===== src/tbrl_pkg.sv =====
// ----------------------------------------------------------------------------
// tbrl_pkg: token bucket rate limiter shared definitions
// Field widths, register indexes, status codes, reset values and the
// control structs between the top level and the serial multiply/divide unit.
// ----------------------------------------------------------------------------
`default_nettype none

package tbrl_pkg;

   // field widths
   localparam int OP_W     = 1;
   localparam int REQ_W    = 20;
   localparam int NOW_W    = 48;
   localparam int RATE_W   = 40;
   localparam int CAP_W    = 20;
   localparam int STATUS_W = 2;
   localparam int DELAY_W  = 56;
   localparam int CSR_IDX_W  = 1;
   localparam int CSR_DATA_W = 40;

   // serial multiply/divide unit widths
   localparam int MUL_A_W = 48;
   localparam int MUL_B_W = 40;
   localparam int DIV_W   = 40;
   localparam int PROD_W  = MUL_A_W + MUL_B_W;
   localparam int CNT_W   = 7;

   // operation codes
   localparam logic [OP_W-1:0] OP_CONSUME = 1'b0;
   localparam logic [OP_W-1:0] OP_RESTART = 1'b1;

   // status codes
   localparam logic [STATUS_W-1:0] STATUS_OK   = 2'd0;
   localparam logic [STATUS_W-1:0] STATUS_WAIT = 2'd1;
   localparam logic [STATUS_W-1:0] STATUS_BAD  = 2'd2;

   // register indexes
   localparam logic [CSR_IDX_W-1:0] CSR_REFILL_RATE     = 1'b0;
   localparam logic [CSR_IDX_W-1:0] CSR_BUCKET_CAPACITY = 1'b1;

   // register reset values
   localparam logic [RATE_W-1:0] RATE_RESET = 40'd65536000;
   localparam logic [CAP_W-1:0]  CAP_RESET  = 20'd1000;

   localparam logic [DELAY_W-1:0] DELAY_MAX = {DELAY_W{1'b1}};

   // command to the multiply/divide unit: floor(a * b / d)
   typedef struct packed {
      logic               start;
      logic [MUL_A_W-1:0] a;
      logic [MUL_B_W-1:0] b;
      logic [DIV_W-1:0]   d;
   } mdv_cmd_type;

   // status back from the multiply/divide unit
   typedef struct packed {
      logic done;
      logic rem_nz;
   } mdv_status_type;

endpackage

`default_nettype wire


===== src/tbrl_if.sv =====
// ----------------------------------------------------------------------------
// tbrl interfaces: request, response and register write channels
// Valid/ready channels; a word moves at a clock edge with valid and ready high.
// ----------------------------------------------------------------------------
`default_nettype none

interface tbrl_req_if;
   logic                          valid;
   logic                          ready;
   logic [tbrl_pkg::OP_W-1:0]     operation;
   logic [tbrl_pkg::REQ_W-1:0]    request_tokens;
   logic [tbrl_pkg::NOW_W-1:0]    now_us;

   modport source (output valid, output operation, output request_tokens,
                   output now_us, input ready);
   modport sink   (input valid, input operation, input request_tokens,
                   input now_us, output ready);
endinterface

interface tbrl_rsp_if;
   logic                          valid;
   logic                          ready;
   logic [tbrl_pkg::STATUS_W-1:0] status;
   logic [tbrl_pkg::DELAY_W-1:0]  delay_us;

   modport source (output valid, output status, output delay_us, input ready);
   modport sink   (input valid, input status, input delay_us, output ready);
endinterface

interface tbrl_csr_if;
   logic                            valid;
   logic                            ready;
   logic [tbrl_pkg::CSR_IDX_W-1:0]  index;
   logic [tbrl_pkg::CSR_DATA_W-1:0] data;

   modport source (output valid, output index, output data, input ready);
   modport sink   (input valid, input index, input data, output ready);
endinterface

`default_nettype wire


===== src/tbrl_muldiv.sv =====
// ----------------------------------------------------------------------------
// tbrl_muldiv: bit-serial multiply then divide
// Computes floor(a * b / d) with a shift-add multiply, one multiplier bit a
// cycle, followed by a restoring divide, one quotient bit a cycle.
// ----------------------------------------------------------------------------
`default_nettype none

module tbrl_muldiv (
   input  wire logic                        clock,
   input  wire logic                        reset,
   input  wire tbrl_pkg::mdv_cmd_type       cmd,
   output tbrl_pkg::mdv_status_type         sts,
   output logic [tbrl_pkg::PROD_W-1:0]      quot
);
   import tbrl_pkg::*;

   typedef enum logic [1:0] {MD_IDLE, MD_MUL, MD_DIV} md_state_type;

   md_state_type       state_ff;
   logic [CNT_W-1:0]   cnt_ff;
   logic [MUL_A_W-1:0] a_ff;
   logic [DIV_W-1:0]   d_ff;
   logic [PROD_W-1:0]  prod_ff;
   logic [DIV_W-1:0]   rem_ff;
   logic               done_ff;

   logic [MUL_A_W:0]   mul_sum;
   logic [DIV_W:0]     div_trial;
   logic [DIV_W:0]     div_diff;
   logic               div_fit;

   // one multiply step and one divide step
   always_comb begin
      mul_sum   = {1'b0, prod_ff[PROD_W-1:MUL_B_W]}
                + (prod_ff[0] ? {1'b0, a_ff} : {(MUL_A_W+1){1'b0}});
      div_trial = {rem_ff, prod_ff[PROD_W-1]};
      div_fit   = div_trial >= {1'b0, d_ff};
      div_diff  = div_trial - {1'b0, d_ff};
   end

   // sequencer, product/quotient shift register and remainder
   always_ff @(posedge clock) begin
      if (reset) begin
         state_ff <= MD_IDLE;
         done_ff  <= 1'b0;
         cnt_ff   <= '0;
      end else begin
         done_ff <= (state_ff == MD_DIV) && (cnt_ff == '0);
         unique case (state_ff)
            MD_IDLE: begin
               if (cmd.start) begin
                  a_ff     <= cmd.a;
                  d_ff     <= cmd.d;
                  prod_ff  <= PROD_W'(cmd.b);
                  rem_ff   <= '0;
                  cnt_ff   <= CNT_W'(MUL_B_W - 1);
                  state_ff <= MD_MUL;
               end
            end
            MD_MUL: begin
               prod_ff <= {mul_sum, prod_ff[MUL_B_W-1:1]};
               if (cnt_ff == '0) begin
                  cnt_ff   <= CNT_W'(PROD_W - 1);
                  state_ff <= MD_DIV;
               end else begin
                  cnt_ff <= cnt_ff - 1'b1;
               end
            end
            MD_DIV: begin
               prod_ff <= {prod_ff[PROD_W-2:0], div_fit};
               rem_ff  <= div_fit ? div_diff[DIV_W-1:0] : div_trial[DIV_W-1:0];
               if (cnt_ff == '0) begin
                  state_ff <= MD_IDLE;
               end else begin
                  cnt_ff <= cnt_ff - 1'b1;
               end
            end
            default: state_ff <= MD_IDLE;
         endcase
      end
   end

   assign quot       = prod_ff;
   assign sts.done   = done_ff;
   assign sts.rem_nz = |rem_ff;

endmodule

`default_nettype wire


===== src/token_bucket_rate_limiter.sv =====
// Path: a restart or a bad count goes from accept through the evaluate state
// to the response register, a grant from a full bucket also through the check
// state; a refill pass and a wait-time pass through the serial unit may be added.
// Throughput: one word at a time, the next taken the cycle after a response
// is loaded; the serial unit (40 multiply plus 88 divide steps) sets it.
// Reset: bucket full at 1000 tokens, last grant time 0, rate 1000 tokens/s.
// ----------------------------------------------------------------------------
// token_bucket_rate_limiter: fixed point token bucket admission control
// Refills the bucket from elapsed time, grants or rejects consume words and
// returns the wait time in microseconds for rejected words.
// ----------------------------------------------------------------------------
`default_nettype none

module token_bucket_rate_limiter #(
   parameter int FRACTION_BITS    = 16,
   parameter int TICKS_PER_SECOND = 1000000
) (
   input  wire logic clock,
   input  wire logic reset,
   tbrl_req_if.sink   req_chan,
   tbrl_rsp_if.source rsp_chan,
   tbrl_csr_if.sink   csr_chan
);
   import tbrl_pkg::*;

   localparam int TOK_W = CAP_W + FRACTION_BITS;
   localparam logic [DIV_W-1:0] TICKS = DIV_W'(TICKS_PER_SECOND);

   typedef enum logic [2:0] {
      ST_IDLE, ST_EVAL, ST_GAIN, ST_CHECK, ST_DELAY, ST_DONE
   } state_type;

   state_type           state_ff;
   logic [RATE_W-1:0]   rate_ff;
   logic [CAP_W-1:0]    cap_ff;
   logic [NOW_W-1:0]    last_ff;
   logic [TOK_W-1:0]    tokens_ff;
   logic [OP_W-1:0]     item_op_ff;
   logic [REQ_W-1:0]    item_req_ff;
   logic [NOW_W-1:0]    item_now_ff;
   logic [TOK_W-1:0]    avail_ff;
   logic [STATUS_W-1:0] res_status_ff;
   logic [DELAY_W-1:0]  res_delay_ff;
   logic                rsp_valid_ff;
   logic [STATUS_W-1:0] rsp_status_ff;
   logic [DELAY_W-1:0]  rsp_delay_ff;
   mdv_cmd_type         cmd_ff;

   mdv_status_type      mdv_sts;
   logic [PROD_W-1:0]   quot;

   logic [TOK_W-1:0]    cap_q;
   logic [TOK_W-1:0]    need;
   logic [TOK_W-1:0]    room;
   logic [NOW_W-1:0]    elapsed;
   logic                bad_count;
   logic                full;
   logic                gain_over;
   logic [TOK_W-1:0]    gain_avail;
   logic                grant;
   logic [TOK_W-1:0]    shortfall;
   logic                delay_sat;
   logic [DELAY_W-1:0]  delay_val;
   logic                slot_free;
   logic                refill_start;
   logic                delay_start;
   logic                rsp_load;

   // serial multiply/divide unit
   tbrl_muldiv u_muldiv (
      .clock (clock),
      .reset (reset),
      .cmd   (cmd_ff),
      .sts   (mdv_sts),
      .quot  (quot)
   );

   // bucket arithmetic
   always_comb begin
      cap_q      = {cap_ff, {FRACTION_BITS{1'b0}}};
      need       = {item_req_ff, {FRACTION_BITS{1'b0}}};
      room       = cap_q - tokens_ff;
      elapsed    = (item_now_ff > last_ff) ? item_now_ff - last_ff : '0;
      bad_count  = (item_req_ff == '0) || (item_req_ff > cap_ff);
      full       = tokens_ff >= cap_q;
      gain_over  = (|quot[PROD_W-1:TOK_W]) || (quot[TOK_W-1:0] >= room);
      gain_avail = gain_over ? cap_q : tokens_ff + quot[TOK_W-1:0];
      grant      = avail_ff >= need;
      shortfall  = need - avail_ff;
      delay_sat  = (|quot[PROD_W-1:DELAY_W]) || (&quot[DELAY_W-1:0]);
      delay_val  = delay_sat ? DELAY_MAX
                             : quot[DELAY_W-1:0] + DELAY_W'(mdv_sts.rem_nz);
      slot_free  = !rsp_valid_ff || rsp_chan.ready;
   end

   // serial unit launches and response load
   always_comb begin
      refill_start = (state_ff == ST_EVAL) && (item_op_ff != OP_RESTART)
                   && !bad_count && !full;
      delay_start  = (state_ff == ST_CHECK) && !grant && (rate_ff != '0);
      rsp_load     = (state_ff == ST_DONE) && slot_free;
   end

   // register writes
   always_ff @(posedge clock) begin
      if (reset) begin
         rate_ff <= RATE_RESET;
         cap_ff  <= CAP_RESET;
      end else if (csr_chan.valid) begin
         unique case (csr_chan.index)
            CSR_REFILL_RATE:     rate_ff <= csr_chan.data[RATE_W-1:0];
            CSR_BUCKET_CAPACITY: cap_ff  <= csr_chan.data[CAP_W-1:0];
            default: ;
         endcase
      end
   end

   // control sequencer, bucket state and response register
   always_ff @(posedge clock) begin
      if (reset) begin
         state_ff     <= ST_IDLE;
         last_ff      <= '0;
         tokens_ff    <= {CAP_RESET, {FRACTION_BITS{1'b0}}};
         rsp_valid_ff <= 1'b0;
         cmd_ff.start <= 1'b0;
      end else begin
         cmd_ff.start <= refill_start || delay_start;
         if (rsp_load) begin
            rsp_valid_ff <= 1'b1;
         end else if (rsp_chan.ready) begin
            rsp_valid_ff <= 1'b0;
         end
         unique case (state_ff)
            ST_IDLE: begin
               if (req_chan.valid) begin
                  item_op_ff  <= req_chan.operation;
                  item_req_ff <= req_chan.request_tokens;
                  item_now_ff <= req_chan.now_us;
                  state_ff    <= ST_EVAL;
               end
            end
            ST_EVAL: begin
               res_delay_ff <= '0;
               if (item_op_ff == OP_RESTART) begin
                  res_status_ff <= STATUS_OK;
                  tokens_ff     <= cap_q;
                  last_ff       <= item_now_ff;
                  state_ff      <= ST_DONE;
               end else if (bad_count) begin
                  res_status_ff <= STATUS_BAD;
                  state_ff      <= ST_DONE;
               end else if (full) begin
                  res_status_ff <= STATUS_OK;
                  avail_ff      <= cap_q;
                  state_ff      <= ST_CHECK;
               end else begin
                  // refill: elapsed * rate / ticks
                  res_status_ff <= STATUS_OK;
                  cmd_ff.a      <= elapsed;
                  cmd_ff.b      <= rate_ff;
                  cmd_ff.d      <= TICKS;
                  state_ff      <= ST_GAIN;
               end
            end
            ST_GAIN: begin
               if (mdv_sts.done) begin
                  avail_ff <= gain_avail;
                  state_ff <= ST_CHECK;
               end
            end
            ST_CHECK: begin
               if (grant) begin
                  tokens_ff <= avail_ff - need;
                  last_ff   <= item_now_ff;
                  state_ff  <= ST_DONE;
               end else if (rate_ff == '0) begin
                  res_status_ff <= STATUS_WAIT;
                  res_delay_ff  <= DELAY_MAX;
                  state_ff      <= ST_DONE;
               end else begin
                  // wait time: shortfall * ticks / rate, rounded up
                  cmd_ff.a     <= MUL_A_W'(shortfall);
                  cmd_ff.b     <= TICKS;
                  cmd_ff.d     <= rate_ff;
                  state_ff     <= ST_DELAY;
               end
            end
            ST_DELAY: begin
               if (mdv_sts.done) begin
                  res_status_ff <= STATUS_WAIT;
                  res_delay_ff  <= delay_val;
                  state_ff      <= ST_DONE;
               end
            end
            ST_DONE: begin
               if (slot_free) begin
                  rsp_status_ff <= res_status_ff;
                  rsp_delay_ff  <= res_delay_ff;
                  state_ff      <= ST_IDLE;
               end
            end
            default: state_ff <= ST_IDLE;
         endcase
      end
   end

   assign req_chan.ready    = (state_ff == ST_IDLE);
   assign csr_chan.ready    = 1'b1;
   assign rsp_chan.valid    = rsp_valid_ff;
   assign rsp_chan.status   = rsp_status_ff;
   assign rsp_chan.delay_us = rsp_delay_ff;

endmodule

`default_nettype wire

===== src/flat_wrapper.sv =====
// flat-port wrapper written by rule: the top's interface ports become plain ports
module token_bucket_rate_limiter_flat import tbrl_pkg::*;
#(
   parameter int FRACTION_BITS    = 16,
   parameter int TICKS_PER_SECOND = 1000000
)
  (clock, reset, req_chan_valid, req_chan_operation, req_chan_request_tokens, req_chan_now_us, req_chan_ready, rsp_chan_valid, rsp_chan_status, rsp_chan_delay_us, rsp_chan_ready, csr_chan_valid, csr_chan_index, csr_chan_data, csr_chan_ready);
  tbrl_req_if req_chan_i ();
  tbrl_rsp_if rsp_chan_i ();
  tbrl_csr_if csr_chan_i ();
  input  wire logic clock;
  input  wire logic reset;
  input wire logic [$bits(req_chan_i.valid)-1:0] req_chan_valid;
  input wire logic [$bits(req_chan_i.operation)-1:0] req_chan_operation;
  input wire logic [$bits(req_chan_i.request_tokens)-1:0] req_chan_request_tokens;
  input wire logic [$bits(req_chan_i.now_us)-1:0] req_chan_now_us;
  output wire logic [$bits(req_chan_i.ready)-1:0] req_chan_ready;
  output wire logic [$bits(rsp_chan_i.valid)-1:0] rsp_chan_valid;
  output wire logic [$bits(rsp_chan_i.status)-1:0] rsp_chan_status;
  output wire logic [$bits(rsp_chan_i.delay_us)-1:0] rsp_chan_delay_us;
  input wire logic [$bits(rsp_chan_i.ready)-1:0] rsp_chan_ready;
  input wire logic [$bits(csr_chan_i.valid)-1:0] csr_chan_valid;
  input wire logic [$bits(csr_chan_i.index)-1:0] csr_chan_index;
  input wire logic [$bits(csr_chan_i.data)-1:0] csr_chan_data;
  output wire logic [$bits(csr_chan_i.ready)-1:0] csr_chan_ready;
  assign req_chan_i.valid = req_chan_valid;
  assign req_chan_i.operation = req_chan_operation;
  assign req_chan_i.request_tokens = req_chan_request_tokens;
  assign req_chan_i.now_us = req_chan_now_us;
  assign req_chan_ready = req_chan_i.ready;
  assign rsp_chan_valid = rsp_chan_i.valid;
  assign rsp_chan_status = rsp_chan_i.status;
  assign rsp_chan_delay_us = rsp_chan_i.delay_us;
  assign rsp_chan_i.ready = rsp_chan_ready;
  assign csr_chan_i.valid = csr_chan_valid;
  assign csr_chan_i.index = csr_chan_index;
  assign csr_chan_i.data = csr_chan_data;
  assign csr_chan_ready = csr_chan_i.ready;
  token_bucket_rate_limiter #(.FRACTION_BITS(FRACTION_BITS), .TICKS_PER_SECOND(TICKS_PER_SECOND)) u_core (.clock(clock), .reset(reset), .req_chan(req_chan_i), .rsp_chan(rsp_chan_i), .csr_chan(csr_chan_i));
endmodule

===== config.mk =====
export PLATFORM = sky130hd
export DESIGN_NAME = token_bucket_rate_limiter_flat
export DESIGN_NICKNAME = d
export VERILOG_FILES = /design/src/tbrl_pkg.sv /design/src/tbrl_if.sv /design/src/tbrl_muldiv.sv /design/src/token_bucket_rate_limiter.sv /design/src/flat_wrapper.sv
export SDC_FILE = /design/constraint.sdc
export NUM_CORES = 2
export LEC_CHECK = 0
export ABC_AREA = 1
export BUFFER_PORTS_ARGS = -buffer_cell sky130_fd_sc_hd__buf_2
export CAP_MARGIN = 25
export CORE_MARGIN = 3
export CORE_UTILIZATION = 30
export CTS_BUF_LIST = sky130_fd_sc_hd__clkbuf_4 sky130_fd_sc_hd__clkbuf_8
export CTS_CLUSTER_SIZE = 16
export DETAILED_ROUTE_END_ITERATION = 6
export PLACE_DENSITY = 0.57
export SLEW_MARGIN = 20
export SYNTH_ARGS = -nofsm -noshare
export SYNTH_HDL_FRONTEND = slang
export SYNTH_SLANG_ARGS = --single-unit
export TNS_END_PERCENT = 50

===== constraint.sdc =====
create_clock -name clock -period 11.2 [get_ports clock]
set_clock_uncertainty 0.05 [all_clocks]
set_input_delay 2.8 -clock clock [delete_from_list [all_inputs] [get_ports clock]]
set_output_delay 2.8 -clock clock [all_outputs]
set_load 0.02 [all_outputs]

Word-level counts from Yosys, hierarchy flattened:

Cells that the tools add are included.

* output and inout port bits: 61
* bits in read-only memories: 0
* word-level logic and storage cells: 169
* memories kept: 0
* bits of input ports: 115
* register bits after elaboration: 724
* latch bits: 0
* RAM bits: 0

* reduce and logical (&&, ||, !) cells: 46
* mux-type cells: 56
* eq/ne operators: 24
* shift operators: 0
* divide/modulo/power cells: 0
* $mul: 0
* bitwise gates (word level): 3
* $lt $le $gt $ge: 6
* add/subtract/negate cells: 9

Operators with widths (number)
* 2-to-1 mux 128 bit: 5
* one-hot mux 88 bit (3 select lines): 1
* one-hot mux 128 bit (2 select lines): 1
* 2-to-1 mux 36 bit: 7
* 2-to-1 mux 56 bit: 4
* 2-to-1 mux 48 bit: 4
* one-hot mux 56 bit (3 select lines): 1
* one-hot mux 36 bit (2 select lines): 2
* greater-or-equal comparator 36 bit: 3
* subtractor 36 bit: 3
* one-hot mux 48 bit (2 select lines): 1
* 2-to-1 mux 88 bit: 1
* 2-to-1 mux 40 bit: 2
* one-hot mux 40 bit (2 select lines): 1
* adder 56 x 1 -> 56 bit: 1
* AND reduction 56 bit: 1
* OR reduction 52 bit: 1
* adder 48 x 49 -> 49 bit: 1
* greater-than comparator 48 bit: 1
* subtractor 48 bit: 1
* greater-or-equal comparator 41 x 40 -> 1 bit: 1
* logical NOT 40 bit: 1
* nonzero test 40 bit: 1
* OR reduction 40 bit: 1
* 35 further kinds: 98

Longest topological paths before layout:

* word-level depth: 6
* mapped depth: 25
* mapped depth without buffers: 24

Modules after synthesis:

From an unflattened synthesis, not the netlist that was laid out.

* cell total of the unflattened synthesis: 6399
* area, all modules: 48048.6 µm²

Modules (own cells, without submodules)
* token_bucket_rate_limiter: area each 31323.8 µm², cells an instance 4015, seq. area each 13462.9 µm², instances 1
* tbrl_muldiv: area each 16724.8 µm², cells an instance 2384, seq. area each 6686.4 µm², instances 1

Worst setup path after synthesis:

OpenSTA, ideal clock, no wires.

* path kind: input-to-reg
* from: input reset
* to: register u_core.cmd_ff[0] (netlist name) (enable)
* setup slack: 1.722 ns
* stages on the path: 5
* buffers on the path: 2
* required time: 10.534 ns
* data arrival time: 8.811 ns
* setup time: 0.616 ns
* path through: clkbuf_1 inv_1 clkbuf_1 nand3_1 nor2_1

* word-level cells in the longest chain between the ends: 2

RTL lines
* from (decl): RTL line flat_wrapper.sv:12 `input wire logic reset;`
* inverter 1 bit (no line)
* AND reduction 7 bit (no line)
* to (decl): RTL line token_bucket_rate_limiter.sv:47 `mdv_cmd_type cmd_ff;`

No other way between the ends.
A chain may end at the register's enable or synchronous reset.

Worst setup path in the final report:

* from: register u_core.tokens_ff[33]
* to: register u_core.avail_ff[31], data pin

* word-level cells in the longest chain between the ends: 6

RTL lines
* from (decl): RTL line token_bucket_rate_limiter.sv:37 `logic [TOK_W-1:0] tokens_ff;`
* from (signal assigned): RTL line token_bucket_rate_limiter.sv:123 `tokens_ff <= {CAP_RESET, {FRACTION_BITS{1'b0}}};`
* from (signal assigned): RTL line token_bucket_rate_limiter.sv:146 `tokens_ff <= cap_q;`
* from (signal assigned): RTL line token_bucket_rate_limiter.sv:173 `tokens_ff <= avail_ff - need;`
* subtractor 36 bit: RTL line token_bucket_rate_limiter.sv:82 `room = cap_q - tokens_ff;`
* greater-or-equal comparator 36 bit: RTL line token_bucket_rate_limiter.sv:86 `gain_over = (|quot[PROD_W-1:TOK_W]) || (quot[TOK_W-1:0] >= room);`
* logical OR 1 bit: RTL line token_bucket_rate_limiter.sv:86
* 2-to-1 mux 36 bit: RTL line token_bucket_rate_limiter.sv:87 `gain_avail = gain_over ? cap_q : tokens_ff + quot[TOK_W-1:0];`
* 2-to-1 mux 36 bit: RTL line token_bucket_rate_limiter.sv:166 `if (mdv_sts.done) begin`
* one-hot mux 36 bit (2 select lines): RTL line token_bucket_rate_limiter.sv:133 `unique case (state_ff)`
* to (signal assigned): RTL line token_bucket_rate_limiter.sv:154 `avail_ff <= cap_q;`
* to (signal assigned): RTL line token_bucket_rate_limiter.sv:167 `avail_ff <= gain_avail;`
* to (decl): RTL line token_bucket_rate_limiter.sv:41 `logic [TOK_W-1:0] avail_ff;`

No other way between the ends. The select of a mux whose other input is x is not followed.

==> metrics.txt <==
status complete, no violations; portion of total power attributed to combinational logic about two fifths; layout filler cell count roughly 17k; fin nets 6776; Final Max Slew Viols 0; internal reg-to-reg setup slack between 6 and 7 ns; final instance area 0.05336 mm^2; summed negative setup slack over all endpoints 0 ns; final count of hold timing violations 0; CTS Sinks approximately 720; sequential element share of the synthesized area around 43%; Gates resized, CTS repair 0; vias per inst slightly above 5; post-route antenna net violation count 0; total internal power about 6.4 mW; placed cell areas around 0.05 mm^2; number of setup violations in the final report 0; maximum number of pins on one net before global-route repair between 100 and 150; area share of the largest cell type after synthesis between 30% and 40%; arrival time of the worst setup path roughly 6 ns; Crit. Startpoint u_core.tokens_ff[33]$_SDFFE_PP0P_; CTS tree yes; maximum VDD drop 139.4 uV; clock-pin slew reported for the worst setup and hold paths after clock tree synthesis approximately 0.060 ns; post-route total power about 11 mW; EDFF count, synth 565; mean post-synth cell area 7.671 um^2; FF+latch area roughly 0.020 mm^2; die outline height just over 400 um; power per cell area around 210 mW/mm^2; DRT Pass-1 Iters 6; floorplan die width 403.3 um; largest driver fanout on the critical path 21; sequential power share around a third; final clock period utilization by the worst path ~46%; switching component of the power approximately 4.8 mW; number of standard cells after synthesis slightly above 6k; required arrival time at the worst endpoint between 10 and 15 ns; setup repair after global routing missed its margin false; Area Overhead vs Synth 12.71%; slowest stage cell on the critical path sky130_fd_sc_hd__nor4_1; worst setup slack before clock tree synthesis between 5 and 6 ns; post-layout worst setup margin between 6 and 7 ns; cell repeated most along the worst path sky130_fd_sc_hd__nand2_1; Maximum Capacitance Violations 0; total I/O pin count around 180; clock latency on the worst-skew pair about 0.90 ns; final weighted congestion in routability-driven placement between 0.9 and 1; cell row count 145; Detailed Route Iter0 Violations 4211; Vias between 40k and 50k; CTS max path bufs 3; capturing point of the worst reg2reg path u_core.avail_ff[31]$_DFFE_PP_; leading register cell type out of synthesis sky130_fd_sc_hd__edfxtp_1; fraction of final layout cells with drive strength greater than 1 under 10%; Core Box Area approximately 0.16 mm^2; Hold WC Path Type register to register; initial antenna violation count 10; reg2reg path depth 23; post-CTS setup buffer count 0; transition time of the tightest slew-check pin approximately 1.0 ns; DRC 0; number of clock buffers inserted by TritonCTS about 130; number of hold-repair buffers added at the cts stage 0; # H-tree levels 4; Yosys warning total 0; first-pass GRT wire length 250500 um; worst rel slew slack 32.47%; via count of the first global-routing pass around 40k; Avg WL per Cell 19.65 um; footprint of the multi-input gates roughly 0.023 mm^2; hold slack approximately 0.32 ns; net switching share of the total power 42.82%; critical path class register to register; power share of the clock group 24.8%; Min Clock Period, post-route slightly above 5 ns; dpl hpwl between 100000 and 150000 um; combined area of all synthesized cells about 0.047 mm^2; Total Die Area about 0.16 mm^2; Worst path top cell family by delay simple AND/OR/NAND/NOR gates; count of input and output buffers about 170; maximum cell stage delay along the critical path 0.50 ns; Post-Synthesis Net Count about 6.6k; gr ovfl total 0; initial core utilization between 30% and 40%; post-synthesis async set-or-reset flop share 0%; FF-to-FF Start u_core.tokens_ff[33]$_SDFFE_PP0P_; total global routing track utilization 20.04%; CP Capture Point u_core.avail_ff[31]$_DFFE_PP_; Synth area leaders sky130_fd_sc_hd__edfxtp_1 36%, sky130_fd_sc_hd__nand2_1 11%, sky130_fd_sc_hd__ha_1 7.8%; Leak Pwr 22.53 nW; Worst Setup End Kind register; post-synth top area cell sky130_fd_sc_hd__edfxtp_1; post-synthesis sequential element count 724; count of different cell masters after synthesis just over 60; aggregate routed wire length around 170000 um; Worst Setup Start Kind register; cell-by-cell trace of the critical path inv_1, ha_1, nand2_1, nor2_1, nand2_1, nor4_1, nand2_1, o21ai_0, xnor2_1, ha_1, nand2_1, inv_1, nor3_1, nand2_1, a21oi_1, nand4_1, buf_4, nor2_1, buf_4, nand2_1, nand2_1, nand2_1, nand2_1; clock root buffer master sky130_fd_sc_hd__clkbuf_8; buffers plus inverters on the worst setup path 4; critical path depth 23; Fmax about 190 MHz
per-stage QoR:
step,instances,utilization (%)
floorplan,6172,-
global placement,8281,32.19
detailed placement,8281,32.19
CTS,8524,34.03
global route,8529,34.08
finish,8532,34.08
worst reg2reg max path, cell delays in order, from the launching register on:
cell and delay [ns]:
sky130_fd_sc_hd__dfxtp_1 0.41, sky130_fd_sc_hd__inv_1 0.07, sky130_fd_sc_hd__ha_1 0.47, sky130_fd_sc_hd__nand2_1 0.15, sky130_fd_sc_hd__nor2_1 0.15, sky130_fd_sc_hd__nand2_1 0.12, sky130_fd_sc_hd__nor4_1 0.50, sky130_fd_sc_hd__nand2_1 0.10
sky130_fd_sc_hd__o21ai_0 0.24, sky130_fd_sc_hd__xnor2_1 0.23, sky130_fd_sc_hd__ha_1 0.32, sky130_fd_sc_hd__nand2_1 0.07, sky130_fd_sc_hd__inv_1 0.12, sky130_fd_sc_hd__nor3_1 0.31, sky130_fd_sc_hd__nand2_1 0.10, sky130_fd_sc_hd__a21oi_1 0.14
sky130_fd_sc_hd__nand4_1 0.17, sky130_fd_sc_hd__buf_4 0.26, sky130_fd_sc_hd__nor2_1 0.45, sky130_fd_sc_hd__buf_4 0.31, sky130_fd_sc_hd__nand2_1 0.09, sky130_fd_sc_hd__nand2_1 0.07, sky130_fd_sc_hd__nand2_1 0.05, sky130_fd_sc_hd__nand2_1 0.07
cells in the mapped netlist, types with 9 or more instances:
cell type / number
sky130_fd_sc_hd__nand4_1: 93
sky130_fd_sc_hd__xor2_1: 79
sky130_fd_sc_hd__o21a_1: 17
sky130_fd_sc_hd__clkbuf_1: 95
sky130_fd_sc_hd__ha_1: 295
sky130_fd_sc_hd__inv_2: 17
sky130_fd_sc_hd__o21ai_0: 420
sky130_fd_sc_hd__edfxtp_1: 565
sky130_fd_sc_hd__o21bai_1: 28
sky130_fd_sc_hd__inv_1: 785
sky130_fd_sc_hd__a21oi_1: 656
sky130_fd_sc_hd__o21ai_1: 58
sky130_fd_sc_hd__nand3b_1: 14
sky130_fd_sc_hd__buf_4: 9
sky130_fd_sc_hd__nand3_1: 270
sky130_fd_sc_hd__a31oi_1: 29
sky130_fd_sc_hd__buf_6: 13
sky130_fd_sc_hd__dfxtp_1: 159
sky130_fd_sc_hd__xnor2_1: 69
sky130_fd_sc_hd__nor4_1: 42
sky130_fd_sc_hd__nor2_1: 777
sky130_fd_sc_hd__o211ai_1: 21
sky130_fd_sc_hd__nor3_1: 72
sky130_fd_sc_hd__a21o_1: 26
sky130_fd_sc_hd__or2_2: 16
sky130_fd_sc_hd__buf_1: 11
sky130_fd_sc_hd__a21boi_0: 9
sky130_fd_sc_hd__buf_2: 27
sky130_fd_sc_hd__nand2_1: 1392
sky130_fd_sc_hd__nand2_2: 12
state kept, by name, summed over array words and instances, names as in the netlist:
| signal | count |
|---|---|
| u_core.rate_ff | 40 |
| u_core.item_now_ff | 48 |
| u_core.u_muldiv.state_ff | 2 |
| u_core.u_muldiv.cnt_ff | 7 |
| u_core.rsp_chan.delay_us | 56 |
| u_core.u_muldiv.a_ff | 48 |
| u_core.res_status_ff | 2 |
| u_core.state_ff | 3 |
| u_core.u_muldiv.d_ff | 40 |
| u_core.rsp_chan.valid | 1 |
| u_core.avail_ff | 36 |
| u_core.u_muldiv.rem_ff | 40 |
| u_core.item_req_ff | 20 |
| u_core.cmd_ff | 129 |
| u_core.item_op_ff | 1 |
| u_core.last_ff | 48 |
| u_core.cap_ff | 20 |
| u_core.rsp_chan.status | 2 |
| u_core.tokens_ff | 36 |
| u_core.u_muldiv.done_ff | 1 |
| u_core.u_muldiv.quot | 88 |
| u_core.res_delay_ff | 56 |
cells by family after synthesis:
logic type / Yosys count / synth area share, %
simple gates: 2735 / 24.11
compound gates: 1299 / 14.57
buf+inv: 965 / 8.015
flops: 724 / 42.56
fa+ha+maj: 300 / 8.007
xor+xnor: 148 / 2.738
other cells: 1 / 0.007920
cell type report:
type	count	share of cell area, %
multi-input cells	4483	44.02
flip-flops and latches	724	37.76
inverters	807	5.690
well taps	2058	4.825
clock buffers	177	4.096
repair buffers	212	2.288
clock inverters	66	1.297
diodes	5	0.02345
per-layer routing:
metal  vias up  part of all wire [%]  GRT usage, %
met5         -                     0             0
met4         0                   3.0         6.502
met3       257                   6.4         2.902
met2      1514                    43         30.81
met1     20340                    47         28.85
li1      21080                     -             -
worst min-delay path by stage:
stage | from | endpoint | slack (ns) | cells past startpoint
floorplan | u_core.res_delay_ff[0]$_DFFE_PP_ | u_core.rsp_chan.delay_us[0]$_DFFE_PP_ | 0.35 | 0
global placement | u_core.cmd_ff[35]$_SDFFCE_PP0P_ | u_core.u_muldiv.d_ff[35]$_DFFE_PP_ | 0.35 | 0
detailed placement | u_core.res_delay_ff[13]$_DFFE_PP_ | u_core.rsp_chan.delay_us[13]$_DFFE_PP_ | 0.35 | 0
CTS | u_core.res_delay_ff[52]$_DFFE_PP_ | u_core.rsp_chan.delay_us[52]$_DFFE_PP_ | 0.32 | 0
global route | u_core.res_delay_ff[52]$_DFFE_PP_ | u_core.rsp_chan.delay_us[52]$_DFFE_PP_ | 0.34 | 0
finish | u_core.res_delay_ff[52]$_DFFE_PP_ | u_core.rsp_chan.delay_us[52]$_DFFE_PP_ | 0.32 | 0
power groups by stage:
stage | Combinational [mW] | Clock [mW] | Sequential (mW)
after CTS | 4.49 | 2.86 | 3.88
after floorplan | 3.10 | 0 | 3.81
after global placement | 4.44 | 0 | 3.93
final | 4.56 | 2.78 | 3.89
after global routing | 5.06 | 2.98 | 3.92
after detailed placement | 4.46 | 0 | 3.94
layout by cell type, fill, tap and decap left out, types with 26 or more instances in the layout:
cell / instances
sky130_fd_sc_hd__clkbuf_8: 137
sky130_fd_sc_hd__nor3_1: 71
sky130_fd_sc_hd__ha_1: 293
sky130_fd_sc_hd__buf_2: 174
sky130_fd_sc_hd__nand2_1: 1391
sky130_fd_sc_hd__buf_4: 34
sky130_fd_sc_hd__nor2_1: 773
sky130_fd_sc_hd__nor4_1: 41
sky130_fd_sc_hd__o21ai_0: 420
sky130_fd_sc_hd__a31oi_1: 29
sky130_fd_sc_hd__o21ai_1: 58
sky130_fd_sc_hd__o21bai_1: 28
sky130_fd_sc_hd__xnor2_1: 69
sky130_fd_sc_hd__xor2_1: 79
sky130_fd_sc_hd__inv_1: 783
sky130_fd_sc_hd__a21oi_1: 654
sky130_fd_sc_hd__edfxtp_1: 565
sky130_fd_sc_hd__nand4_1: 93
sky130_fd_sc_hd__clkbuf_4: 40
sky130_fd_sc_hd__nand3_1: 270
sky130_fd_sc_hd__a21o_1: 26
sky130_fd_sc_hd__dfxtp_1: 159
(Power assumes the default switching activity.)
